==> config.mk <==
export PLATFORM = sky130hd
export DESIGN_NAME = route_table_cam_top
export DESIGN_NICKNAME = d
export VERILOG_FILES = /design/src/sv/rtc_pkg.sv /design/src/sv/route_table_cam_top.sv /design/src/sv/rtc_store.sv /design/src/sv/rtc_seq.sv
export SDC_FILE = /design/constraint.sdc
export NUM_CORES = 1
export LEC_CHECK = 0
export BUFFER_PORTS_ARGS = -buffer_cell sky130_fd_sc_hd__buf_4
export CAP_MARGIN = 20
export CORE_AREA = 2 2 490 492
export DETAILED_ROUTE_END_ITERATION = 12
export DIE_AREA = 0 0 492 494
export GPL_TIMING_DRIVEN = 0
export SYNTH_ARGS = -nofsm -noshare
export SYNTH_HDL_FRONTEND = slang
export SYNTH_SLANG_ARGS = --single-unit
==> constraint.sdc <==
create_clock -name aclk -period 23.1 [get_ports aclk]
set_clock_uncertainty 0.2 [all_clocks]
set_input_delay 4.62 -clock aclk [delete_from_list [all_inputs] [get_ports aclk]]
set_output_delay 4.62 -clock aclk [all_outputs]
set_load 0.01 [all_outputs]
==> src/sv/rtc_pkg.sv <==
`timescale 1ns / 1ps
// ----------------------------------------------------------------------------
// rtc_pkg: shared types and constants of the route table CAM
// Request kinds, result status codes, sequencer states and the structs that
// pass between the sequencer, the entry store and the top level.
// ----------------------------------------------------------------------------
package rtc_pkg;

    localparam int DEF_TABLE_DEPTH = 16;

    localparam int KIND_W   = 3;
    localparam int STATUS_W = 2;
    localparam int SLOT_W   = 4;
    localparam int MAC_W    = 48;
    localparam int IP_W     = 32;

    typedef enum logic [KIND_W-1:0] {
        KIND_INSERT   = 3'd0,
        KIND_FIND_IP  = 3'd1,
        KIND_FIND_MAC = 3'd2,
        KIND_DEL_IP   = 3'd3,
        KIND_DEL_MAC  = 3'd4
    } kind_t;

    typedef enum logic [STATUS_W-1:0] {
        ST_OK   = 2'd0,
        ST_FULL = 2'd1,
        ST_MISS = 2'd2
    } status_t;

    typedef enum logic [1:0] {
        S_IDLE,
        S_SCAN,
        S_DONE
    } seq_state_t;

    // write-side commands to the entry store
    typedef struct packed {
        logic set_en;   // write key pair, mark slot valid
        logic clr_en;   // mark slot free
    } store_op_t;

    typedef struct packed {
        logic [IP_W-1:0]   ip;
        logic [MAC_W-1:0]  mac;
        logic [SLOT_W-1:0] slot;
        status_t           status;
    } result_t;

endpackage

==> src/sv/route_table_cam_top.sv <==
`timescale 1ns / 1ps
// ----------------------------------------------------------------------------
// route_table_cam_top: route table CAM
// Table of MAC / IPv4 route entries with insert, find and delete requests.
// ----------------------------------------------------------------------------
// Usage:
//   Requests enter on the s_ channel: s_tuser carries the request kind,
//   s_tdata the key pair. Each accepted item gives exactly one result item
//   on the m_ channel: m_tuser carries the status, m_tdata the slot and the
//   stored pair (all zero when the status is not ok).
//   The sequencer scans the slots one per cycle through the single
//   registered read port of the entry store and one shared comparator.
//   An item's slots are read in turn through the registered read port and
//   compared; the scan stops at the first slot that fits the request or
//   after the last slot, and the result passes from the sequencer's result
//   register into the output register. s_tready is high only while no item
//   is in the sequencer, so one item is handled at a time: the next item is
//   taken only once the sequencer has passed its result on.
//   A finished result waits in the output register; a new item is taken
//   while it waits, and the sequencer holds its own result until the
//   output register frees up. A stalled receiver therefore stops intake
//   only once a second result is ready.
//   Reset clears every valid flag at once: the table is empty from the
//   first cycle after reset and no clearing pass is needed.
// ----------------------------------------------------------------------------
module route_table_cam_top
    import rtc_pkg::*;
#(
    parameter int TABLE_DEPTH = DEF_TABLE_DEPTH
) (
    input  logic        aclk,
    input  logic        aresetn,
    input  logic        s_tvalid,
    output logic        s_tready,
    input  logic [79:0] s_tdata,    // key_mac[47:0], key_ip[79:48]
    input  logic [7:0]  s_tuser,    // kind[2:0], zero above
    output logic        m_tvalid,
    input  logic        m_tready,
    output logic [87:0] m_tdata,    // slot[3:0], found_mac[51:4], found_ip[83:52], zero above
    output logic [7:0]  m_tuser     // status[1:0], zero above
);

    localparam int AW = $clog2(TABLE_DEPTH);

    logic                   res_valid;
    logic                   res_ready;
    result_t                res;
    logic                   rd_en;
    logic [AW-1:0]          rd_addr;
    logic [MAC_W-1:0]       rd_mac;
    logic [IP_W-1:0]        rd_ip;
    store_op_t              op;
    logic [AW-1:0]          wr_addr;
    logic [MAC_W-1:0]       wr_mac;
    logic [IP_W-1:0]        wr_ip;
    logic [TABLE_DEPTH-1:0] valid;

    logic                   m_valid_reg, m_valid_next;
    result_t                m_res_reg;

    rtc_seq #(
        .TABLE_DEPTH(TABLE_DEPTH)
    ) u_seq (
        .aclk      (aclk),
        .aresetn   (aresetn),
        .in_valid  (s_tvalid),
        .in_ready  (s_tready),
        .in_kind   (s_tuser[KIND_W-1:0]),
        .in_mac    (s_tdata[MAC_W-1:0]),
        .in_ip     (s_tdata[MAC_W+IP_W-1:MAC_W]),
        .res_valid (res_valid),
        .res_ready (res_ready),
        .res       (res),
        .rd_en     (rd_en),
        .rd_addr   (rd_addr),
        .rd_mac    (rd_mac),
        .rd_ip     (rd_ip),
        .op        (op),
        .wr_addr   (wr_addr),
        .wr_mac    (wr_mac),
        .wr_ip     (wr_ip),
        .valid     (valid)
    );

    rtc_store #(
        .TABLE_DEPTH(TABLE_DEPTH)
    ) u_store (
        .aclk    (aclk),
        .aresetn (aresetn),
        .rd_en   (rd_en),
        .rd_addr (rd_addr),
        .rd_mac  (rd_mac),
        .rd_ip   (rd_ip),
        .op      (op),
        .wr_addr (wr_addr),
        .wr_mac  (wr_mac),
        .wr_ip   (wr_ip),
        .valid   (valid)
    );

    // output register: take a result when empty or being drained
    assign res_ready = !m_valid_reg || m_tready;

    always_comb begin
        m_valid_next = m_valid_reg;
        if (res_valid && res_ready) begin
            m_valid_next = 1'b1;
        end else if (m_tready) begin
            m_valid_next = 1'b0;
        end
    end

    always_ff @(posedge aclk) begin
        if (!aresetn) begin
            m_valid_reg <= 1'b0;
        end else begin
            m_valid_reg <= m_valid_next;
        end
    end

    always_ff @(posedge aclk) begin
        if (res_valid && res_ready) begin
            m_res_reg <= res;
        end
    end

    assign m_tvalid = m_valid_reg;
    assign m_tdata  = {4'd0, m_res_reg.ip, m_res_reg.mac, m_res_reg.slot};
    assign m_tuser  = {6'd0, m_res_reg.status};

endmodule

==> src/sv/rtc_store.sv <==
`timescale 1ns / 1ps
// ----------------------------------------------------------------------------
// rtc_store: route entry storage
// MAC and IP memories with one write and one registered read port, plus a
// vector of valid flags that reset clears.
// ----------------------------------------------------------------------------
module rtc_store
    import rtc_pkg::*;
#(
    parameter int TABLE_DEPTH = DEF_TABLE_DEPTH,
    localparam int AW = $clog2(TABLE_DEPTH)
) (
    input  logic                   aclk,
    input  logic                   aresetn,
    input  logic                   rd_en,
    input  logic [AW-1:0]          rd_addr,
    output logic [MAC_W-1:0]       rd_mac,
    output logic [IP_W-1:0]        rd_ip,
    input  store_op_t              op,
    input  logic [AW-1:0]          wr_addr,
    input  logic [MAC_W-1:0]       wr_mac,
    input  logic [IP_W-1:0]        wr_ip,
    output logic [TABLE_DEPTH-1:0] valid
);

    logic [MAC_W-1:0]       mac_mem [TABLE_DEPTH];
    logic [IP_W-1:0]        ip_mem  [TABLE_DEPTH];
    logic [MAC_W-1:0]       rd_mac_reg;
    logic [IP_W-1:0]        rd_ip_reg;
    logic [TABLE_DEPTH-1:0] valid_reg;
    logic [TABLE_DEPTH-1:0] valid_next;

    always_ff @(posedge aclk) begin
        if (op.set_en) begin
            mac_mem[wr_addr] <= wr_mac;
            ip_mem[wr_addr]  <= wr_ip;
        end
    end

    always_ff @(posedge aclk) begin
        if (rd_en) begin
            rd_mac_reg <= mac_mem[rd_addr];
            rd_ip_reg  <= ip_mem[rd_addr];
        end
    end

    always_comb begin
        valid_next = valid_reg;
        if (op.set_en) begin
            valid_next[wr_addr] = 1'b1;
        end else if (op.clr_en) begin
            valid_next[wr_addr] = 1'b0;
        end
    end

    always_ff @(posedge aclk) begin
        if (!aresetn) begin
            valid_reg <= '0;
        end else begin
            valid_reg <= valid_next;
        end
    end

    assign rd_mac = rd_mac_reg;
    assign rd_ip  = rd_ip_reg;
    assign valid  = valid_reg;

endmodule

==> src/sv/rtc_seq.sv <==
`timescale 1ns / 1ps
// ----------------------------------------------------------------------------
// rtc_seq: scan sequencer and shared compare unit
// Walks the slots one per cycle through the store's read port, tests each
// with one comparator and builds the result for the item.
// ----------------------------------------------------------------------------
module rtc_seq
    import rtc_pkg::*;
#(
    parameter int TABLE_DEPTH = DEF_TABLE_DEPTH,
    localparam int AW = $clog2(TABLE_DEPTH),
    localparam int CW = $clog2(TABLE_DEPTH + 1)
) (
    input  logic                   aclk,
    input  logic                   aresetn,
    // request side
    input  logic                   in_valid,
    output logic                   in_ready,
    input  logic [KIND_W-1:0]      in_kind,
    input  logic [MAC_W-1:0]       in_mac,
    input  logic [IP_W-1:0]        in_ip,
    // result side
    output logic                   res_valid,
    input  logic                   res_ready,
    output result_t                res,
    // store access
    output logic                   rd_en,
    output logic [AW-1:0]          rd_addr,
    input  logic [MAC_W-1:0]       rd_mac,
    input  logic [IP_W-1:0]        rd_ip,
    output store_op_t              op,
    output logic [AW-1:0]          wr_addr,
    output logic [MAC_W-1:0]       wr_mac,
    output logic [IP_W-1:0]        wr_ip,
    input  logic [TABLE_DEPTH-1:0] valid
);

    localparam logic [CW-1:0] DEPTH_C = CW'(TABLE_DEPTH);
    localparam logic [AW-1:0] LAST_C  = AW'(TABLE_DEPTH - 1);

    seq_state_t        state_reg, state_next;
    logic [KIND_W-1:0] kind_reg;
    logic [MAC_W-1:0]  mac_reg;
    logic [IP_W-1:0]   ip_reg;
    logic [CW-1:0]     issue_reg, issue_next;
    logic              cmp_vld_reg, cmp_vld_next;
    logic [AW-1:0]     cmp_idx_reg, cmp_idx_next;
    result_t           res_reg, res_next;

    logic              accept;
    logic              slot_ok;
    logic              hit;
    logic              last;
    logic              is_insert;
    logic              is_delete;

    assign accept    = in_valid && in_ready;
    assign is_insert = (kind_reg == KIND_INSERT);
    assign is_delete = (kind_reg == KIND_DEL_IP) || (kind_reg == KIND_DEL_MAC);

    // shared compare: one slot per cycle
    always_comb begin
        case (kind_reg)
            KIND_INSERT:                slot_ok = !valid[cmp_idx_reg];
            KIND_FIND_IP, KIND_DEL_IP:  slot_ok = valid[cmp_idx_reg] && (rd_ip == ip_reg);
            KIND_FIND_MAC, KIND_DEL_MAC: slot_ok = valid[cmp_idx_reg] && (rd_mac == mac_reg);
            default:                    slot_ok = 1'b0;
        endcase
    end

    assign hit  = cmp_vld_reg && slot_ok;
    assign last = cmp_vld_reg && (cmp_idx_reg == LAST_C);

    always_comb begin
        state_next = state_reg;
        case (state_reg)
            S_IDLE: begin
                if (in_valid) begin
                    state_next = S_SCAN;
                end
            end
            S_SCAN: begin
                if (hit || last) begin
                    state_next = S_DONE;
                end
            end
            S_DONE: begin
                if (res_ready) begin
                    state_next = S_IDLE;
                end
            end
            default: state_next = S_IDLE;
        endcase
    end

    always_comb begin
        in_ready     = (state_reg == S_IDLE);
        res_valid    = (state_reg == S_DONE);
        rd_en        = 1'b0;
        rd_addr      = issue_reg[AW-1:0];
        issue_next   = issue_reg;
        cmp_vld_next = 1'b0;
        cmp_idx_next = cmp_idx_reg;
        op.set_en    = 1'b0;
        op.clr_en    = 1'b0;
        res_next     = res_reg;
        case (state_reg)
            S_IDLE: begin
                issue_next = '0;
            end
            S_SCAN: begin
                if (issue_reg < DEPTH_C) begin
                    rd_en        = 1'b1;
                    issue_next   = issue_reg + CW'(1);
                    cmp_vld_next = 1'b1;
                    cmp_idx_next = issue_reg[AW-1:0];
                end
                if (hit) begin
                    op.set_en       = is_insert;
                    op.clr_en       = is_delete;
                    res_next.status = ST_OK;
                    res_next.slot   = SLOT_W'(cmp_idx_reg);
                    res_next.mac    = is_insert ? mac_reg : rd_mac;
                    res_next.ip     = is_insert ? ip_reg : rd_ip;
                end else if (last) begin
                    res_next.status = is_insert ? ST_FULL : ST_MISS;
                    res_next.slot   = '0;
                    res_next.mac    = '0;
                    res_next.ip     = '0;
                end
            end
            default: begin
            end
        endcase
    end

    assign wr_addr = cmp_idx_reg;
    assign wr_mac  = mac_reg;
    assign wr_ip   = ip_reg;
    assign res     = res_reg;

    always_ff @(posedge aclk) begin
        if (!aresetn) begin
            state_reg   <= S_IDLE;
            cmp_vld_reg <= 1'b0;
            issue_reg   <= '0;
        end else begin
            state_reg   <= state_next;
            cmp_vld_reg <= cmp_vld_next;
            issue_reg   <= issue_next;
        end
    end

    always_ff @(posedge aclk) begin
        if (accept) begin
            kind_reg <= in_kind;
            mac_reg  <= in_mac;
            ip_reg   <= in_ip;
        end
        cmp_idx_reg <= cmp_idx_next;
        res_reg     <= res_next;
    end

    a_op_exclusive: assert property (@(posedge aclk) disable iff (!aresetn)
        !(op.set_en && op.clr_en))
        else $error("store set and clear in the same cycle");

    a_issue_bound: assert property (@(posedge aclk) disable iff (!aresetn)
        (state_reg == S_SCAN) |-> (issue_reg <= DEPTH_C))
        else $error("scan counter ran past the table");

    a_fail_zero: assert property (@(posedge aclk) disable iff (!aresetn)
        (res_valid && (res_reg.status != ST_OK)) |->
            (res_reg.slot == '0 && res_reg.mac == '0 && res_reg.ip == '0))
        else $error("failed request carries a nonzero payload");

    a_res_hold: assert property (@(posedge aclk) disable iff (!aresetn)
        (res_valid && !res_ready) |=> (res_valid && $stable(res_reg)))
        else $error("pending result changed before handover");

    a_write_in_scan: assert property (@(posedge aclk) disable iff (!aresetn)
        (op.set_en || op.clr_en) |=> (state_reg == S_DONE))
        else $error("store updated without finishing the scan");

endmodule

==> results.sh <==
export IMPL_powerDensity_nw_per_um2=80.8
export IMPL_grt_usage_pct=13.2
export IMPL_netlist_area_leader_share_pct=79.0
export IMPL_drcViolationCount=0
export IMPL_holdBufCountCts=0
export IMPL_synth_cells=2664
export IMPL_numCtsBuffers=150
export IMPL_internal_power_mw=4.76
export IMPL_regArea_um2=49100
export IMPL_worstSetupPathType="reg -> out"
export IMPL_path_delay_family="simple AND/OR/NAND/NOR gates"
export IMPL_grt_pass1_wl_um=228000
export IMPL_path_buf_inv=1
export IMPL_cp_max_fo=7
export IMPL_ys_types=43
export IMPL_p_sw_share_pct=20.9
export IMPL_seq_area_frac_synth_pct=79.8
export IMPL_period_needed_ns=6.91
export IMPL_hold_viol_final=0
export IMPL_worst_slew_pin_slew_ns=1.23
export IMPL_clock_latency_ns=0.79
export IMPL_core_area_um2=237000
export IMPL_synth_edff_count=1619
export IMPL_largest_reg_flops=768
export IMPL_drtPass1Iterations=5
export IMPL_fin_nets=3237
export IMPL_synth_area_per_cell_um2=23.1
export IMPL_post_cts_resized=0
export IMPL_boundaryPins=190
export IMPL_power_switching_mw=1.26
export IMPL_dp_hpwl_um=112000
export IMPL_viasPerCell=4.51
export IMPL_wirelength_um=163000
export IMPL_htree_levels=4
export IMPL_max_stage_delay_ns=0.67
export IMPL_grt_util_met2_pct=23.2
export IMPL_antenna_found_initial=16
export IMPL_slew_violations=0
export IMPL_yosysMostFrequentCell="edfxtp_1"
export IMPL_cts_root_buf="clkbuf_16"
export IMPL_yosys_warnings=0
export IMPL_synth_area_leaders="edfxtp_1 79%, mux4_2 15%, xnor2_1 1.1%, nand2_1 1.0%, dfxtp_1 0.81%"
export IMPL_ant_nets=0
export IMPL_clock_sinks=1644
export IMPL_cp_data_required_time_ns=18.28
export IMPL_fill_cells=22507
export IMPL_worstPathArrival_ns=2.09
export IMPL_start_util_pct=25.9
export IMPL_holdWs_ns=0.194
export IMPL_wl_per_cell_um=25.3
export IMPL_synth_common_cells="1619 x edfxtp_1, 404 x mux4_2, 168 x nand2_1"
export IMPL_power_mw=6.02
export IMPL_vdd_drop_max_mv=0.0780
export IMPL_setup_viol=0
export IMPL_cp_start_kind="register"
export IMPL_num_rows=179
export IMPL_die_y_um=494
export IMPL_clk_pin_slew_worst_paths_ns=0.06
export IMPL_grt_busiest_layer="met2"
export IMPL_globalRouteOverflowTotal=0
export IMPL_relSlewSlack_pct=17.8
export IMPL_die_x_um=492
export IMPL_grt_pass1_vias=29857
export IMPL_pwr_share_comb_pct=3.6
export IMPL_fin_tns_setup_ns=0
export IMPL_clock_fmax_ghz=0.145
export IMPL_async_flop_share_pct=0
export IMPL_grt_max_degree=38
export IMPL_io_buffers=173
export IMPL_die_area_um2=243000
export IMPL_drtIter0Drc=3019
export IMPL_end_kind="output port"
export IMPL_synth_area_um2=61500
export IMPL_p_leak_nw=22.6
export IMPL_multi_input_area_um2=12000
export IMPL_ys_ff_latch=1644
export IMPL_clkPwrFrac_pct=41.0
export IMPL_post_cts_setup_buffers=0
export IMPL_grt_use_met3_pct=2.28
export IMPL_area_growth_pct=21.1
export IMPL_via_count=29032
export IMPL_clockBufferDepth=3
export IMPL_rsz0062_at_grt="no"
export IMPL_crit_chain="nor2_1, buf_4"
export IMPL_drive_gt1_share_pct=30.4
export IMPL_hp_class="reg -> reg"
export IMPL_place_congestion=0.784
export IMPL_cts_tree="yes"
export IMPL_outcome="finished clean"
export IMPL_maxCapViolCount=0
export IMPL_ys_dominant_reg_cell="edfxtp_1"
export IMPL_final_min_period_over_clock_period_pct=29.9
export IMPL_pwr_share_seq_pct=55.5
export IMPL_grtUsageMet1_pct=16.4
export IMPL_synth_top_area_cell="edfxtp_1"
export IMPL_crit_slowest_cell="nor2_1"
-- cell families (layout without fill, tap and decap cells) --
group	Yosys count	count (layout)	synth area share, %
fa+ha+maj	1	1	0.0203
xor+xnor	81	81	1.15
other cells	1	13	0.00609
buf+inv	142	734	0.976
flops	1644	1644	79.8
compound gates	110	110	1.10
mux	405	405	14.8
simple gates	280	280	2.13
-- placed cells by master, fill, tap and decap left out, drive strengths merged, types with 6 or more instances in the layout --
cell type | synthesis | routed
clkinvlp | 0 | 8
bufinv | 0 | 13
nor2 | 33 | 33
xnor2 | 76 | 76
edfxtp | 1619 | 1619
nand2 | 168 | 168
dfxtp | 25 | 25
o221a | 15 | 15
a21oi | 85 | 85
clkbuf | 81 | 259
clkinv | 0 | 67
conb | 1 | 10
nand4 | 37 | 37
mux4 | 404 | 404
inv | 6 | 13
buf | 55 | 374
nand2b | 6 | 6
nor3 | 11 | 11
-- stage by stage --
| stage | cells | utilization, % | setup slack (ns) | area [µm²] |
|---|---|---|---|---|
| after floorplan | 2673 | - | 13.79 | 61600 |
| after global placement | 6013 | 28.2 | 5.82 | 66800 |
| after detailed placement | 6148 | 29.3 | 16.36 | 69600 |
| after CTS | 6421 | 31.3 | 16.16 | 74400 |
| after global routing | 6433 | 31.4 | 16.15 | 74600 |
| final | 6435 | 31.4 | 16.19 | 74600 |
-- power by group through the flow --
stage | registers (mW) | logic, mW | clock network (mW)
after global routing | 3.34 | 0.227 | 2.62
final | 3.34 | 0.214 | 2.47
after detailed placement | 3.40 | 0.216 | 0
after floorplan | 3.39 | 0.121 | 0
after CTS | 3.34 | 0.216 | 2.52
after global placement | 3.41 | 0.201 | 0
-- area by class of cell --
cell class	count	share of cell area, %
Sequential cell	1644	65.9
Clock buffer	178	5.29
Clock inverter	95	1.17
Antenna cell	3	0.0101
Multi-Input combinational cell	887	16.1
Inverter	6	0.0302
Buffer	136	0.775
Tap cell	3167	5.31
Timing Repair Buffer	319	5.45
-- path summary, 6_finish.rpt --
| path | from | endpoint | slack, ns | cells after the start |
|---|---|---|---|---|
| max | u_seq.state_reg[0] | s_tready | 16.19 | 2 |
| min | u_seq.res[62] | m_tdata[60] | 0.19 | 0 |
| max reg2reg | u_seq.wr_mac[2] | u_seq.res[42] | 18.07 | 9 |
| min reg2reg | u_seq.res[62] | m_tdata[60] | 0.19 | 0 |
-- metal layers --
metal | share of wire, % | wire, µm
met4 | 3.1 | 5110
met1 | 40 | 64500
met5 | 0.035 | 57
met2 | 52 | 84000
met3 | 5.8 | 9400
No activity file was read; power rests on OpenSTA's default activity.
